$ cat config.mk
export PLATFORM = sky130hd
export DESIGN_NAME = mps_locate
export DESIGN_NICKNAME = d
export VERILOG_FILES = /design/src/mps_pkg.sv /design/src/mps_locate.sv
export SDC_FILE = /design/constraint.sdc
export NUM_CORES = 1
export LEC_CHECK = 0
export BUFFER_PORTS_ARGS = -buffer_cell sky130_fd_sc_hd__clkbuf_2
export CAP_MARGIN = 20
export CELL_PAD_IN_SITES_DETAIL_PLACEMENT = 2
export CELL_PAD_IN_SITES_GLOBAL_PLACEMENT = 2
export CORE_AREA = 2 2 101 103
export DETAILED_ROUTE_END_ITERATION = 7
export DIE_AREA = 0 0 103 105
export GPL_TIMING_DRIVEN = 0
export PLACE_DENSITY_LB_ADDON = 0.1
export SYNTH_ARGS = -nofsm -noshare
export SYNTH_HDL_FRONTEND = slang
export SYNTH_SLANG_ARGS = --single-unit
$ cat constraint.sdc
create_clock -name vclk -period 15.4
set_input_delay 3.08 -clock vclk [all_inputs]
set_output_delay 3.08 -clock vclk [all_outputs]
set_load 0.01 [all_outputs]
$ cat src/mps_pkg.sv
// Shared types, codes and constants of the monochrome pixel store.
`timescale 1ns / 1ps
package mps_pkg;

  // Default store depth in bytes
  localparam int STORE_BYTES_DEF = 1024;

  // Width of a computed byte address (largest is 8160 in linear layout)
  localparam int CALC_W  = 13;
  // Width used to compare against the store depth (up to 65536)
  localparam int LIMIT_W = 17;

  // Field and register widths
  localparam int FUNC_W   = 2;
  localparam int POS_W    = 8;
  localparam int LAYOUT_W = 2;
  localparam int WIDTH_W  = 8;
  localparam int BYTES_W  = 11;
  localparam int CFG_IDX_W = 2;

  // Operation codes
  localparam logic [FUNC_W-1:0] FUNC_READ  = 2'd0;
  localparam logic [FUNC_W-1:0] FUNC_SET   = 2'd1;
  localparam logic [FUNC_W-1:0] FUNC_CLR   = 2'd2;
  localparam logic [FUNC_W-1:0] FUNC_WIPE  = 2'd3;

  // Layout codes; the unused code addresses like linear
  localparam logic [LAYOUT_W-1:0] LAYOUT_LINEAR   = 2'd0;
  localparam logic [LAYOUT_W-1:0] LAYOUT_VERTICAL = 2'd1;
  localparam logic [LAYOUT_W-1:0] LAYOUT_PICTURE  = 2'd2;

  // Configuration register indexes
  localparam logic [CFG_IDX_W-1:0] REG_LAYOUT = 2'd0;
  localparam logic [CFG_IDX_W-1:0] REG_WIDTH  = 2'd1;
  localparam logic [CFG_IDX_W-1:0] REG_BYTES  = 2'd2;

  // Picture layout row stride in bytes
  localparam logic [3:0] PICT_STRIDE = 4'd9;

  // Controller states
  typedef enum logic [2:0] {
    ST_INIT,
    ST_IDLE,
    ST_RD,
    ST_MOD,
    ST_WIPE,
    ST_RESP
  } state_t;

  // Located pixel: byte address, bit mask, out-of-store flag
  typedef struct packed {
    logic [CALC_W-1:0] addr;
    logic [7:0]        mask;
    logic              err;
  } loc_t;

endpackage

$ cat src/mps_locate.sv
// Pixel locator: byte address and bit mask of a pixel under the current layout.
`timescale 1ns / 1ps
module mps_locate #(
  parameter int STORE_BYTES = mps_pkg::STORE_BYTES_DEF
) (
  input  logic [mps_pkg::LAYOUT_W-1:0] layout,
  input  logic [mps_pkg::WIDTH_W-1:0]  image_width,
  input  logic [mps_pkg::POS_W-1:0]    pos_x,
  input  logic [mps_pkg::POS_W-1:0]    pos_y,
  output mps_pkg::loc_t                loc
);

  logic [7:0]                   mul_a;
  logic [15:0]                  prod;
  logic [15:0]                  lin_n;
  logic [mps_pkg::CALC_W-1:0]   vert_addr;
  logic [mps_pkg::CALC_W-1:0]   pict_addr;

  // One shared 8x8 multiplier: row index for linear, band index for vertical
  assign mul_a = (layout == mps_pkg::LAYOUT_VERTICAL) ? {3'b000, pos_y[7:3]} : pos_y;
  assign prod  = mul_a * image_width;

  assign lin_n     = prod + 16'(pos_x);
  assign vert_addr = mps_pkg::CALC_W'(prod) + mps_pkg::CALC_W'(pos_x);
  assign pict_addr = mps_pkg::CALC_W'(pos_y) * mps_pkg::CALC_W'(mps_pkg::PICT_STRIDE)
                   + mps_pkg::CALC_W'(pos_x[7:3]);

  // Layout select
  always_comb begin
    case (layout)
      mps_pkg::LAYOUT_VERTICAL: begin
        loc.addr = vert_addr;
        loc.mask = 8'h01 << pos_y[2:0];
      end
      mps_pkg::LAYOUT_PICTURE: begin
        loc.addr = pict_addr;
        loc.mask = 8'h80 >> pos_x[2:0];
      end
      default: begin
        loc.addr = lin_n[15:3];
        loc.mask = 8'h80 >> lin_n[2:0];
      end
    endcase
    loc.err = {{(mps_pkg::LIMIT_W-mps_pkg::CALC_W){1'b0}}, loc.addr}
              >= mps_pkg::LIMIT_W'(STORE_BYTES);
  end

endmodule

==> flow_metrics.tcl, run 1 <==
set metrics [dict create \
    num-nets-final 654 \
    dieArea_um2 10820 \
    rsz0062_at_grt "false" \
    gp_congestion 0.8011 \
    finalSetupViolations 0 \
    rows 36 \
    start_util 0.3945 \
    worst_slew_pin_slew_ns 1.034 \
    use_met1 0.3075 \
    firstDrtPassIters 4 \
    met3_usage 0.003344 \
    remaining_drc_errors 0 \
    die_width_um 103 \
    p_seq_frac 0 \
    gr-total-overflow 0 \
    drive_gt1_frac 0.1293 \
    hold_violations 0 \
    synth_cell_types 52 \
    p_leak_nw 2.095 \
    die_h_um 105 \
    layout.area.seq_um2 0 \
    crit_fanout 8 \
    num_io_pins 48 \
    synth_top_cell_area_share 0.2270 \
    p_comb_frac 1.000 \
    design.seq.count 0 \
    synth_most_common_cell "inv_1" \
    port_buffers 48 \
    nClkBuffers 0 \
    wl_um 11510 \
    drv_slew 0 \
    power.density_nw_per_um2 150.0 \
    yosysTopAreaCell "ha_1" \
    wl_per_cell_um 17.68 \
    antennaDiodeCount 0 \
    end_kind "output pin" \
    met2_usage 0.3966 \
    placed_area_um2 4209 \
    drtIter0Drc 109 \
    vias 3514 \
    grt.busiest_layer "met2" \
    grt_pass1_vias 3887 \
    hpwlAfterDp_um 10270 \
    fin_crit_sh 0.8333 \
    relSlewSlack 0.2908 \
    viasPerCell 5.398 \
    syn-num-nets 604 \
    fin_crit_ns 12.83 \
    synth.area.top_cells "ha_1 23%, fa_1 21%, inv_1 7.4%" \
    internal-power_mw 0.2470 \
    grt_antenna_before_repair 0 \
    critPathCapture "loc[0]" \
    outcome "finished, final reports clean" \
    nFillCells 1186 \
    syn_area_um2 3802 \
    path_class "in2out" \
    crit_required_ns 12.32 \
    critPathLaunch "layout[1]" \
    start_kind "input port" \
    cts_hold_buf 0 \
    min_path_cells 3 \
    multiInputGateArea_um2 3473 \
    synth_cells 470 \
    drtAntennaViolNets 0 \
    post-route-worst-setup-slack_ns 2.567 \
    grt_pass1_wl_um 19420 \
    synth_commonest_cells "75 x inv_1, 69 x ha_1, 45 x nor2b_1" \
    design_area_um2 4209 \
    area_growth_pct 10.69 \
    ys_seq_area_frac 0 \
    post-cts-setup-buffer-count 0 \
    cts_resized 0 \
    p_sw_frac 0.6087 \
    hold_slack_ns 6.609 \
    setup_tns_ns 0 \
    grt_max_degree 11 \
    p_clk_frac 0 \
    pre_cts_ws_ns 2.558 \
    power.switching_mw 0.3843 \
    yosysWarnings 0 \
    synth.avg_cell_area_um2 8.090 \
    cap_violations 0 \
    fmax_ghz 0.07793 \
    grt_use_total 0.2203 \
    hp-class "in2out" \
    irDropWorstVdd_v 0.0001028 \
    core_um2 9639 \
    cp.arrival_ns 9.75 \
]
==> power by group through the flow <==
stage          sequential, mW  combinational (mW)  clock (mW)
2_1_floorplan               0               0.464           0
3_3_place_gp                0               0.608           0
3_5_place_dp                0               0.630           0
4_1_cts                     0               0.635           0
5_1_grt                     0               0.703           0
6_report                    0               0.631           0
==> placed cells by master (no fill, tap or decap), types with 8 or more instances in the layout <==
| master | n |
|---|---|
| a21oi_1 | 20 |
| and2_1 | 21 |
| fa_1 | 39 |
| xnor2_1 | 16 |
| nor2b_1 | 45 |
| nor2_1 | 30 |
| nand3_1 | 8 |
| inv_1 | 75 |
| xor2_1 | 8 |
| clkbuf_2 | 48 |
| ha_1 | 69 |
| nand2_1 | 18 |
| a21o_1 | 8 |
| o21ai_0 | 16 |
| nor3_1 | 8 |
| nand2b_1 | 8 |
==> worst max-delay path, stage by stage <==
cell      delay, ns
clkbuf_2       0.09
inv_1          0.06
ha_1           0.15
clkbuf_1       0.33
mux2i_1        0.90
nor2b_1        0.15
fa_1           0.48
fa_1           0.56
inv_1          0.06
fa_1           0.47
fa_1           0.55
inv_1          0.05
ha_1           0.36
a21oi_1        0.19
xnor2_1        0.09
ha_1           0.21
or3_1          0.39
o21ai_0        0.53
nor2_1         0.14
xnor2_1        0.32
o211ai_1       0.13
a221o_1        0.31
clkbuf_2       0.13
==> how the worst min path moves through the flow <==
stage	from	end	slack (ns)
after CTS	pos_y[0]	loc[3]	6.62
after global placement	pos_y[0]	loc[3]	6.60
after global routing	pos_y[2]	loc[3]	6.63
final	pos_y[0]	loc[3]	6.61
after detailed placement	pos_y[0]	loc[3]	6.61
after floorplan	pos_y[0]	loc[1]	6.26
==> metrics by stage <==
| stage | total power [mW] | std cells | util |
|---|---|---|---|
| 6_report | 0.6313 | 651 | 0.4367 |
| 5_1_grt | 0.7034 | 651 | 0.4367 |
| 4_1_cts | 0.6355 | 651 | 0.4367 |
| 3_5_place_dp | 0.6296 | 651 | 0.4367 |
| 3_3_place_gp | 0.6077 | 651 | 0.4367 |
| 2_1_floorplan | 0.4643 | 470 | - |
==> layout make-up <==
type	count	area share
multi-input combinational	387	0.8252
inverter	75	0.06688
timing repair buffer	48	0.05707
tap	133	0.03954
buffer	8	0.01130
==> cell families after synthesis <==
family / after synthesis / synth area share
multiplexers: 5 / 0.01316
XOR/XNOR: 26 / 0.06384
buffers and inverters: 83 / 0.08654
AND/OR/NAND/NOR: 149 / 0.2155
AO/OA/AOI/OAI: 99 / 0.1886
adder cells (fa/ha/maj): 108 / 0.4324
==> metal layers <==
metal	share of wire	vias up
met5	0	-
met4	0.0043	0
met3	0.020	4
met2	0.51	42
met1	0.47	1780
li1	-	1688
Power figures use the tool's default switching activity.
==> run 2: changes to the inputs <==
--- a/config.mk
+++ b/config.mk
@@ -5,13 +5,14 @@
 export SDC_FILE = /design/constraint.sdc
 export NUM_CORES = 1
 export LEC_CHECK = 0
+export ABC_AREA = 1
 export BUFFER_PORTS_ARGS = -buffer_cell sky130_fd_sc_hd__clkbuf_2
 export CAP_MARGIN = 20
 export CELL_PAD_IN_SITES_DETAIL_PLACEMENT = 2
 export CELL_PAD_IN_SITES_GLOBAL_PLACEMENT = 2
-export CORE_AREA = 2 2 101 103
+export CORE_AREA = 2 2 111 113
 export DETAILED_ROUTE_END_ITERATION = 7
-export DIE_AREA = 0 0 103 105
+export DIE_AREA = 0 0 113 115
 export GPL_TIMING_DRIVEN = 0
 export PLACE_DENSITY_LB_ADDON = 0.1
 export SYNTH_ARGS = -nofsm -noshare
==> constraint.sdc (replaced) <==
create_clock -name vclk -period 12
set_input_delay 2.4 -clock vclk [all_inputs]
set_output_delay 2.4 -clock vclk [all_outputs]
set_load 0.01 [all_outputs]
==> run 2 against run 1 <==
The run now ends with DRC left. First-iteration DRC count is 50% higher. Critical endpoint unchanged. Design area is 2.6% higher. Global-route usage down 0.54 points. Sequential cell count is the same. Count of clock-buffer cells in the layout did not move.
==> flow_metrics.tcl, run 2 <==
set metrics [dict create \
    grt_pass1_vias 4459 \
    wl_per_cell_um 16.96 \
    grt_pass1_wl_um 22890 \
    cpMaxStageDelayCell "fa_1" \
    setup_tns_ns 0 \
    fmax_ghz 0.09088 \
    gp_congestion 0.8775 \
    rows 40 \
    synth.avg_cell_area_um2 6.449 \
    grt_antenna_before_repair 0 \
    totalPowerFinal_mw 0.8048 \
    drv_slew 0 \
    design.seq.count 0 \
    p_seq_frac 0 \
    mostFrequentLayoutCells "136 x inv_1, 126 x nand2_1, 69 x ha_1" \
    num_io_pins 48 \
    nClkBuffers 0 \
    start_util 0.3298 \
    fin_crit_sh 0.9169 \
    vias 4064 \
    core_um2 11810 \
    grt_use_total 0.2150 \
    yosysTopAreaCell "ha_1" \
    hpwlAfterDp_um 12370 \
    crit_fanout 10 \
    relSlewSlack 0.6080 \
    wl_um 13560 \
    drtAntennaViolNets 0 \
    crit_required_ns 9.60 \
    power.switching_mw 0.5274 \
    viasPerCell 5.086 \
    num-nets-final 788 \
    p_leak_nw 2.555 \
    end_kind "output pin" \
    firstDrtPassIters 6 \
    grt_max_degree 11 \
    p_clk_frac 0 \
    violations "DRC" \
    dieArea_um2 13000 \
    cp.arrival_ns 8.60 \
    pre_cts_ws_ns 0.9257 \
    cap_violations 0 \
    rsz0062_at_grt "false" \
    finalSetupViolations 0 \
    remaining_drc_errors 3 \
    port_buffers 48 \
    start_kind "input port" \
    layout.area.seq_um2 0 \
    synth_cell_types 39 \
    internal-power_mw 0.2774 \
    hp-class "in2out" \
    final_common_cell "inv_1" \
    irDropWorstVdd_v 0.00008696 \
    p_sw_frac 0.6554 \
    p_comb_frac 1.000 \
    area_growth_pct 10.89 \
    worst_slew_pin_slew_ns 0.5819 \
    path_class "in2out" \
    cts_hold_buf 0 \
    synth_most_common_cell "inv_1" \
    die_width_um 113 \
    critPathCapture "loc[0]" \
    synth_cells 604 \
    post-cts-setup-buffer-count 0 \
    hold_slack_ns 5.242 \
    synth_commonest_cells "136 x inv_1, 126 x nand2_1, 69 x ha_1" \
    cts_resized 0 \
    hold_violations 0 \
    critPathLaunch "layout[1]" \
    post-route-worst-setup-slack_ns 0.9966 \
    synth.area.top_cells "ha_1 22%, fa_1 20%, inv_1 13%" \
    ys_seq_area_frac 0 \
    outcome "finished with violations" \
    crit_path_frequent_cell "nand2_1" \
    yosysWarnings 0 \
    antennaDiodeCount 0 \
    syn_area_um2 3895 \
    drtIter0Drc 163 \
    fin_crit_ns 11.00 \
    synth_top_cell_area_share 0.2217 \
    syn-num-nets 738 \
    power.density_nw_per_um2 186.3 \
    die_h_um 115 \
    drive_gt1_frac 0.1150 \
    nFillCells 1529 \
    worst_path_largest_cell_delay_ns 0.56 \
    gr-total-overflow 0 \
]
-- run 2: worst min-delay path by stage --
stage                     endpoint      from  slack [ns]  depth (start not counted)
after floorplan             loc[6]  pos_y[0]        4.97                          2
after global placement      loc[6]  pos_y[0]        5.22                          4
after detailed placement    loc[6]  pos_y[0]        5.24                          4
after CTS                   loc[6]  pos_y[0]        5.24                          4
after global routing        loc[6]  pos_y[0]        5.27                          4
final                       loc[6]  pos_y[0]        5.24                          4
-- run 2: cell families (layout without fill, tap and decap cells) --
logic type / after synthesis / in the layout / synth area share
AND/OR/NAND/NOR: 273 / 273 / 0.3087
XOR/XNOR: 14 / 14 / 0.03148
adder cells (fa/ha/maj): 108 / 108 / 0.4221
buffers and inverters: 144 / 192 / 0.1410
AO/OA/AOI/OAI: 65 / 65 / 0.09669
-- run 2: worst max-delay path, delay by kind of cell --
family	cells	cell delay (ns)
adders and majority gates	7	2.74
AOI/OAI and AO/OA	1	0.43
and+or+nand+nor	14	1.81
xor gates and xnor gates	2	0.36
buffers and inverters	7	0.87
-- run 2: area by class of cell --
class              instances  area (um2)  area share
multi-input cells        460        3346      0.7746
inverters                141       529.3      0.1225
repair buffers            48       240.2     0.05562
well taps                147       183.9     0.04258
plain buffers              3       20.02    0.004635
-- run 2: per-layer routing --
metal	share of wire	up-vias	routed length (um)	GRT usage
met1	0.48	2000	6551	0.3104
met5	0	-	0	0
li1	-	1999	-	-
met3	0.031	4	421	0.002109
met2	0.48	61	6555	0.3840
met4	0.0020	0	27	0.004878
-- run 2: stage by stage --
step,std cells,area (um2),util
floorplan,604,3895,-
global placement,799,4319,0.3657
detailed placement,799,4319,0.3657
CTS,799,4319,0.3657
global route,799,4319,0.3657
finish,799,4319,0.3657
-- run 2: power by group through the flow --
stage / Combinational (mW) / Clock (mW) / Sequential, mW
6_report: 0.805 / 0 / 0
4_1_cts: 0.816 / 0 / 0
2_1_floorplan: 0.581 / 0 / 0
3_5_place_dp: 0.809 / 0 / 0
5_1_grt: 0.913 / 0 / 0
3_3_place_gp: 0.772 / 0 / 0
==> run 3: changes to the inputs <==
--- a/config.mk
+++ b/config.mk
@@ -5,14 +5,13 @@
 export SDC_FILE = /design/constraint.sdc
 export NUM_CORES = 1
 export LEC_CHECK = 0
-export ABC_AREA = 1
 export BUFFER_PORTS_ARGS = -buffer_cell sky130_fd_sc_hd__clkbuf_2
 export CAP_MARGIN = 20
 export CELL_PAD_IN_SITES_DETAIL_PLACEMENT = 2
 export CELL_PAD_IN_SITES_GLOBAL_PLACEMENT = 2
-export CORE_AREA = 2 2 111 113
+export CORE_AREA = 2 2 89 125
 export DETAILED_ROUTE_END_ITERATION = 7
-export DIE_AREA = 0 0 113 115
+export DIE_AREA = 0 0 91 127
 export GPL_TIMING_DRIVEN = 0
 export PLACE_DENSITY_LB_ADDON = 0.1
 export SYNTH_ARGS = -nofsm -noshare
==> run 3 against run 2 <==
The flow now finishes without violations. Sequential cell count unchanged. Design area decreased by 2.3%. First-iteration DRC count decreased by 69%. Non-clock buffer count increased by 5. Count of clock-buffer cells in the layout unchanged. Final cell count decreased by 18%. Global-route usage decreased by 0.073 points. Utilization increased by 4.2 points. Worst setup slack got worse by 0.57 ns.
==> flow_metrics.tcl, run 3 (synthesized netlist as in run 1, its figures left out) <==
set metrics [dict create \
    fin_crit_sh 0.9648 \
    num_io_pins 48 \
    fin_crit_ns 11.58 \
    p_clk_frac 0 \
    crit_required_ns 9.60 \
    hp-start "pos_y[0]" \
    grt_max_degree 11 \
    core_um2 10350 \
    finalSetupViolations 0 \
    cpMaxStageDelayCell "mux2i_1" \
    p_leak_nw 2.095 \
    drtAntennaViolNets 0 \
    rsz0062_at_grt "false" \
    internal-power_mw 0.3192 \
    grt_use_total 0.2142 \
    gr-total-overflow 0 \
    irDropWorstVdd_v 0.00008854 \
    end_kind "output pin" \
    hp-class "in2out" \
    outcome "finished, final reports clean" \
    grt_pass1_wl_um 20350 \
    cts_hold_buf 0 \
    remaining_drc_errors 0 \
    met2_usage 0.4632 \
    cp.arrival_ns 9.18 \
    post-route-worst-setup-slack_ns 0.4224 \
    port_buffers 48 \
    mostFrequentLayoutCells "75 x inv_1, 69 x ha_1, 48 x clkbuf_2" \
    nClkBuffers 0 \
    hpwlAfterDp_um 10540 \
    start_kind "input port" \
    pre_cts_ws_ns 0.4005 \
    drive_gt1_frac 0.1313 \
    vias 3509 \
    met3_usage 0.002358 \
    p_sw_frac 0.6081 \
    use_met1 0.2350 \
    cap_violations 0 \
    drtIter0Drc 50 \
    gp_congestion 0.8046 \
    p_comb_frac 1.000 \
    num-nets-final 654 \
    min_path_cells 3 \
    design.seq.count 0 \
    nFillCells 1268 \
    antennaDiodeCount 0 \
    setup_tns_ns 0 \
    power.density_nw_per_um2 193.0 \
    crit_fanout 8 \
    layout.cells.non_filler 656 \
    rows 44 \
    grt.busiest_layer "met2" \
    grt_pass1_vias 4160 \
    fmax_ghz 0.08637 \
    post-cts-setup-buffer-count 0 \
    hold_violations 0 \
    final_common_cell "inv_1" \
    worst_slew_pin_slew_ns 1.102 \
    dieArea_um2 11560 \
    wl_um 11910 \
    layout.area.seq_um2 0 \
    start_util 0.3674 \
    crit_chain "clkbuf_2 -> inv_1 -> ha_1 -> clkbuf_1 -> mux2i_1 -> nand2b_1 -> fa_1 -> fa_1 -> inv_1 -> fa_1 -> inv_1 -> fa_1 -> inv_1 -> ha_1 -> xnor2_1 -> ha_1 -> or3_1 -> o21ai_0 -> nor2_1 -> xnor2_1 -> o211ai_1 -> a221o_1 -> clkbuf_2" \
    p_seq_frac 0 \
    viasPerCell 5.349 \
    power.switching_mw 0.4952 \
    area_growth_pct 10.96 \
    wl_per_cell_um 18.16 \
    dp.cells 656 \
    grt_antenna_before_repair 0 \
    firstDrtPassIters 4 \
    die_h_um 127 \
    holdPathEnd "loc[1]" \
    relSlewSlack 0.2445 \
    totalPowerFinal_mw 0.8145 \
    worst_path_largest_cell_delay_ns 0.96 \
    die_width_um 91 \
    drv_slew 0 \
    path_class "in2out" \
]
[run 3: cell count changes in the layout (fill, tap and decap cells not counted), sizes merged, moves of 18 or more]
| cell | delta |
|---|---|
| and2 | +18 |
| inv | -65 |
| nand2 | -118 |
| nand3 | -35 |
| nor2 | -42 |
| nor2b | +45 |
[run 3: worst max-delay path: cells and delay by family]
kind / cells / cell delay (ns)
mux: 1 / 0.96
fa+ha+maj: 7 / 2.76
buf+inv: 7 / 0.85
xor+xnor: 2 / 0.50
simple gates: 3 / 0.77
compound gates: 3 / 0.93
[run 3: repair_timing]
| action | 4_1_cts | 5_1_grt |
|---|---|---|
| setup endpoints to repair | 0 | 1 |
| endpoints found under the hold margin | 0 | 0 |
| gates resized for setup | 0 | 1 |
[run 3: cell type report]
type                            count  area (um2)  area share
Inverter                           75       281.5     0.06673
Timing Repair Buffer               48       240.2     0.05694
Multi-Input combinational cell    387        3477      0.8241
Tap cell                          138       172.7     0.04093
Buffer                              8       47.55     0.01127
[run 3: worst max path at each step]
stage | from | endpoint | slack, ns | cells after the start
6_report | layout[1] | loc[0] | 0.42 | 23
2_1_floorplan | layout[1] | loc[0] | 1.82 | 21
3_3_place_gp | layout[1] | loc[0] | 0.66 | 23
4_1_cts | layout[1] | loc[0] | 0.38 | 23
3_5_place_dp | layout[1] | loc[0] | 0.40 | 23
5_1_grt | layout[1] | loc[0] | 0.01 | 23
[run 3: per-layer routing]
metal	up-vias	routed length, um	part of all wire
met4	0	112	0.0094
met2	46	6930	0.58
met5	-	0	0
met1	1763	4672	0.39
met3	10	194	0.016
li1	1690	-	-
[run 3: through the flow]
stage          area [um2]    util  hold WS, ns
2_1_floorplan        3802       -        4.902
3_3_place_gp         4215  0.4073        5.245
3_5_place_dp         4215  0.4073        5.259
4_1_cts              4215  0.4073        5.260
5_1_grt              4219  0.4076        5.273
6_report             4219  0.4076        5.249
[run 3: power by group through the flow]
stage | Sequential (mW) | Combinational (mW) | Clock, mW
floorplan | 0 | 0.596 | 0
global placement | 0 | 0.787 | 0
detailed placement | 0 | 0.816 | 0
CTS | 0 | 0.825 | 0
global route | 0 | 0.915 | 0
finish | 0 | 0.814 | 0
